[src/fbf_pkg.sv]
// Package: shared constants, codes and controller/datapath handshake types.
package fbf_pkg;

    // Field widths
    localparam int ID_W    = 3;
    localparam int FRAME_W = 16;
    localparam int PKT_W   = 16;
    localparam int BYTE_W  = 32;

    // Divider geometry: 40-bit dividend, 16-bit divisor
    localparam int DIV_W = 40;
    localparam int DEN_W = 16;

    // APB port
    localparam int APB_AW = 4;
    localparam int APB_DW = 32;

    // Register indexes
    localparam logic [1:0] REG_MODE = 2'd0;
    localparam logic [1:0] REG_FPS  = 2'd1;
    localparam logic [1:0] REG_MIN  = 2'd2;
    localparam logic [1:0] REG_ACT  = 2'd3;

    // Policy modes
    localparam logic [1:0] MODE_PLAIN  = 2'd0;
    localparam logic [1:0] MODE_SOLVER = 2'd1;
    localparam logic [1:0] MODE_FIXED  = 2'd2;
    localparam logic [1:0] MODE_CAP    = 2'd3;

    // Divider operand selects
    localparam logic [1:0] DIV_RATE = 2'd0;
    localparam logic [1:0] DIV_CC   = 2'd1;
    localparam logic [1:0] DIV_CAP  = 2'd2;

    // Target kinds for one destination
    localparam logic [1:0] TGT_CONST = 2'd0;
    localparam logic [1:0] TGT_RATE  = 2'd1;
    localparam logic [1:0] TGT_FAIR  = 2'd2;
    localparam logic [1:0] TGT_BOTH  = 2'd3;

    // Constants and reset values
    localparam logic [31:0] PLAIN_TARGET  = 32'd1000000;
    localparam logic [31:0] RST_CC        = 32'd62500;
    localparam logic [31:0] RST_CAPACITY  = 32'd10000000;
    localparam logic [31:0] RST_RATE      = 32'd256;
    localparam logic [7:0]  RST_FPS       = 8'd20;
    localparam logic [31:0] RST_MIN       = 32'd1000;
    localparam logic [3:0]  RST_ACTIVE    = 4'd8;

    typedef struct packed {
        logic       clr_step;
        logic       in_load;
        logic       upd_wr;
        logic       d_first;
        logic       mem_rd;
        logic       mul_en;
        logic       div_start;
        logic [1:0] div_sel;
        logic       save_fair;
        logic       tgt_load;
        logic       decide;
    } cmd_t;

    typedef struct packed {
        logic       clr_last;
        logic       is_upd;
        logic       pkt_go;
        logic [1:0] tsel;
        logic       eq;
        logic       div_done;
        logic       out_free;
        logic       last_d;
    } stat_t;

endpackage

[src/fbf_ctrl.sv]
// Controller: sequences clearing, item intake and the per-destination walk.
module fbf_ctrl
(
    input  logic           clk,
    input  logic           rst_n,
    input  logic           in_valid,
    output logic           in_ready,
    input  fbf_pkg::stat_t stat,
    output fbf_pkg::cmd_t  cmd
);
    import fbf_pkg::*;

    localparam logic [3:0] S_CLR  = 4'd0;
    localparam logic [3:0] S_IDLE = 4'd1;
    localparam logic [3:0] S_RD   = 4'd2;
    localparam logic [3:0] S_CMP  = 4'd3;
    localparam logic [3:0] S_DIVF = 4'd4;
    localparam logic [3:0] S_DIVT = 4'd5;
    localparam logic [3:0] S_TGT  = 4'd6;
    localparam logic [3:0] S_DEC  = 4'd7;

    logic [3:0] state_reg;
    logic [3:0] state_next;

    // next state and commands
    always_comb
    begin
        state_next = state_reg;
        cmd        = '0;
        in_ready   = 1'b0;
        case (state_reg)
            S_CLR:
            begin
                cmd.clr_step = 1'b1;
                if (stat.clr_last)
                    state_next = S_IDLE;
            end
            S_IDLE:
            begin
                in_ready = 1'b1;
                if (in_valid)
                begin
                    cmd.in_load = 1'b1;
                    if (stat.is_upd)
                        cmd.upd_wr = 1'b1;
                    else if (stat.pkt_go)
                    begin
                        cmd.d_first = 1'b1;
                        state_next  = S_RD;
                    end
                end
            end
            S_RD:
            begin
                cmd.mem_rd = 1'b1;
                state_next = S_CMP;
            end
            S_CMP:
            begin
                cmd.mul_en = 1'b1;
                if (!stat.eq)
                    state_next = S_DEC;
                else
                begin
                    case (stat.tsel)
                        TGT_RATE:
                        begin
                            cmd.div_start = 1'b1;
                            cmd.div_sel   = DIV_RATE;
                            state_next    = S_DIVT;
                        end
                        TGT_FAIR, TGT_BOTH:
                        begin
                            cmd.div_start = 1'b1;
                            cmd.div_sel   = DIV_CC;
                            state_next    = S_DIVF;
                        end
                        default: state_next = S_TGT;
                    endcase
                end
            end
            S_DIVF:
            begin
                if (stat.div_done)
                begin
                    cmd.save_fair = 1'b1;
                    if (stat.tsel == TGT_BOTH)
                    begin
                        cmd.div_start = 1'b1;
                        cmd.div_sel   = DIV_CAP;
                        state_next    = S_DIVT;
                    end
                    else
                        state_next = S_TGT;
                end
            end
            S_DIVT:
            begin
                if (stat.div_done)
                    state_next = S_TGT;
            end
            S_TGT:
            begin
                cmd.tgt_load = 1'b1;
                state_next   = S_DEC;
            end
            S_DEC:
            begin
                if (stat.out_free)
                begin
                    cmd.decide = 1'b1;
                    state_next = stat.last_d ? S_IDLE : S_RD;
                end
            end
            default: state_next = S_IDLE;
        endcase
    end

    // state register
    always_ff @(posedge clk or negedge rst_n)
    begin
        if (!rst_n)
            state_reg <= S_CLR;
        else
            state_reg <= state_next;
    end
endmodule

[config.mk]
export PLATFORM = sky130hd
export DESIGN_NAME = fbf_ctrl
export DESIGN_NICKNAME = d
export VERILOG_FILES = /design/src/fbf_pkg.sv /design/src/fbf_ctrl.sv
export SDC_FILE = /design/constraint.sdc
export NUM_CORES = 1
export LEC_CHECK = 0
export BUFFER_PORTS_ARGS = -buffer_cell sky130_fd_sc_hd__buf_2
export CAP_MARGIN = 10
export CORE_AREA = 5 5 42 44
export CTS_CLUSTER_DIAMETER = 150
export DETAILED_ROUTE_END_ITERATION = 8
export DIE_AREA = 0 0 47 49
export PLACE_DENSITY = 0.66
export SLEW_MARGIN = 20
export SYNTH_ARGS = -nofsm -noshare
export SYNTH_HDL_FRONTEND = slang
export SYNTH_SLANG_ARGS = --single-unit
export TNS_END_PERCENT = 30
[constraint.sdc]
create_clock -name clk -period 1.9 [get_ports clk]
set_clock_uncertainty 0.05 [all_clocks]
set_input_delay 0.57 -clock clk [delete_from_list [all_inputs] [get_ports clk]]
set_output_delay 0.57 -clock clk [all_outputs]
set_load 0.1 [all_outputs]
==> impl_metrics.env <==
export IMPL_drt_iter0_markers=12
export IMPL_placed_area_um2=814.5
export IMPL_synth_area_um2=361.6
export IMPL_area_growth_pct=138.8
export IMPL_drt_total_wl_mm=1.240
export IMPL_ys_ff_latch=3
export IMPL_place_congestion=0.8033
export IMPL_yosysUniqueCellTypes=25
export IMPL_p_switching_w=0.0007532
export IMPL_power_density_nw_per_um2=1595
export IMPL_route_detailed_drc=0
export IMPL_antenna_found_initial=0
export IMPL_cts_sinks=3
export IMPL_cts_clk_slew_worst_paths_ns=0.04
export IMPL_die_w_um=47
export IMPL_swShare=0.5472
export IMPL_nets=99
export IMPL_synth_yosys_seq_area_share=0.2076
export IMPL_final_hold_violation_count=0
export IMPL_numPlacedInstances=97
export IMPL_r2r_slack_ns=0.36
export IMPL_h_tree_depth=1
export IMPL_cp_start_kind="flip-flop"
export IMPL_drive_above_1_share=0.6512
export IMPL_maxCapViolations=0
export IMPL_period_minus_slack_ns=2.135
export IMPL_detail_route_antenna_nets=0
export IMPL_start_util=0.2580
export IMPL_ir_drop_uv=918.1
export IMPL_hpwlAfterDp_mm=1.000
export IMPL_worstHoldPathType="in2async"
export IMPL_rsz0062_at_grt="true"
export IMPL_largest_reg_flops=3
export IMPL_seq_power_share=0.100
export IMPL_synthCells=49
export IMPL_rows=14
export IMPL_grt_max_degree=14
export IMPL_cts_tree="yes"
export IMPL_post_drt_wl_per_cell_um=12.16
export IMPL_vias_per_cell=4.961
export IMPL_track_usage=0.1256
export IMPL_layout_setup_ws_ns=-0.2354
export IMPL_power_frac_comb=0.817
export IMPL_leakagePower_nw=0.3913
export IMPL_clock_root_buffer="clkbuf_4"
export IMPL_firstDrtPassIters=4
export IMPL_cp_data_arrival_time_ns=1.52
export IMPL_violations="setup timing"
export IMPL_slew_headroom=0.8759
export IMPL_dr_total_vias=506
export IMPL_cp_max_fo=5
export IMPL_hold_buffers=0
export IMPL_internal_power_w=0.0006233
export IMPL_endpoint_kind="output pin"
export IMPL_fin_crit_sh=1.124
export IMPL_pwr_share_clk=0.083
export IMPL_syn_nets=61
export IMPL_crit_type="reg2out"
export IMPL_numPortBuffers=24
export IMPL_postLayoutCellArea_um2=863.3
export IMPL_io_pin_count=25
export IMPL_n_antenna_cell=0
export IMPL_clock_latency_ns=0.24
export IMPL_drv_slew=0
export IMPL_die_h_um=49
export IMPL_fmax_mhz=468.3
export IMPL_status="finished with violations"
export IMPL_core_area_um2=1401
export IMPL_cts_path_max_buffers=2
export IMPL_cts_buffers=3
export IMPL_layout_cells_non_filler=102
export IMPL_grt_pass1_vias=499
export IMPL_yosysWarnings=0
export IMPL_finalSetupViolCount=9
export IMPL_tightest_slew_ns=0.1860
export IMPL_crit_required_ns=1.28
export IMPL_grt_overflow=0
export IMPL_synth_area_per_cell_um2=7.380
export IMPL_die_area_um2=2303
export IMPL_grt_pass1_wl_mm=2.152
==> path summary, 6_finish.rpt <==
path,startpoint,endpoint,cells past startpoint
hold reg to reg,state_reg[2],state_reg[2],3
min in group clk,stat[0],state_reg[1],4
setup reg to reg,state_reg[2],state_reg[0],5
hold / removal,rst_n,state_reg[2],1
setup / recovery,state_reg[2],cmd[5],4
max in group asynchronous,rst_n,state_reg[2],1
==> power groups by stage <==
stage          sequential (W)  clock (W)  combinational, W
5_1_grt              0.000143   0.000129           0.00118
6_report             0.000138   0.000114           0.00112
4_1_cts              0.000134   0.000119           0.00112
3_5_place_dp         0.000136          0           0.00110
2_1_floorplan        0.000136          0          0.000722
3_3_place_gp         0.000134          0           0.00109
==> metal layers <==
layer	up-vias	track usage	part of all wire
li1	255	-	-
met1	235	0.1615	0.41
met2	16	0.1878	0.52
met3	0	0.02583	0.067
met4	0	0.06912	0
met5	-	0	0
==> cells by family (layout without fill, tap and decap cells) <==
| family | after synthesis | after routing | share of synthesized area |
|---|---|---|---|
| and+or+nand+nor | 25 | 25 | 0.4222 |
| AOI/OAI and AO/OA | 17 | 17 | 0.3114 |
| buffers and inverters | 4 | 41 | 0.05882 |
| DFF | 3 | 3 | 0.2076 |
==> timing repair <==
action / in CTS / in global routing
pin swaps: 2 / 5
gates resized for setup: 2 / 4
setup endpoints to repair: 10 / 11
gates cloned: 0 / 0
buffers inserted: 1 / 0
==> placed cells by master, fill, tap and decap left out, types with 3 or more instances in the layout <==
| master | Yosys | final |
|---|---|---|
| buf_2 | 2 | 11 |
| and3_4 | 0 | 3 |
| a21oi_1 | 4 | 4 |
| buf_12 | 0 | 13 |
| buf_4 | 1 | 12 |
| o21ai_0 | 4 | 4 |
| nand2_1 | 4 | 3 |
| clkbuf_4 | 0 | 3 |
==> final cells by class <==
cell class | instances | area [um2]
fill | 124 | 538.0
tap | 16 | 20.02
clock buffer | 4 | 26.28
timing repair buffer | 36 | 405.4
inverter | 1 | 3.754
multi-input combinational | 42 | 331.6
sequential | 3 | 76.32
==> synth_stat cells, drive strengths merged <==
master  n  area (um2)
a211oi  1       12.51
a21o    2       15.01
a21oi   4       20.02
a22o    2       17.52
a41oi   1       8.760
and2    2       12.51
and3    3       18.77
and3b   3       26.28
and4b   1       10.01
and4bb  1       12.51
buf     3       17.52
dfrtp   3       75.07
inv     1       3.750
nand2   4       15.01
nand2b  1       6.260
nand3b  1       7.510
nor2    5       18.77
nor2b   1       6.260
nor3    1       5.000
nor3b   1       7.510
o21ai   6       30.03
o22a    1       8.760
or2     1       6.260
==> per-stage QoR <==
stage | setup slack [ns] | utilization | hold slack [ns] | total power (W) | TNS, ns
2_1_floorplan | -0.5553 | - | 0.2244 | 0.0008585 | -3.138
3_3_place_gp | -0.1713 | 0.5813 | 0.3146 | 0.001226 | -0.3028
3_5_place_dp | -0.2037 | 0.5813 | 0.3163 | 0.001236 | -0.3585
4_1_cts | -0.2336 | 0.6089 | 0.06428 | 0.001373 | -1.104
5_1_grt | -0.2746 | 0.6161 | 0.05895 | 0.001456 | -1.552
6_report | -0.2354 | 0.6161 | 0.07034 | 0.001377 | -0.9498
==> critical path, cell delays in order, from the launching register on <==
cell,delay (ns)
dfrtp_2,0.44
and4bb_2,0.26
a22o_1,0.21
a21o_4,0.21
buf_12,0.16
(Power assumes the default switching activity.)
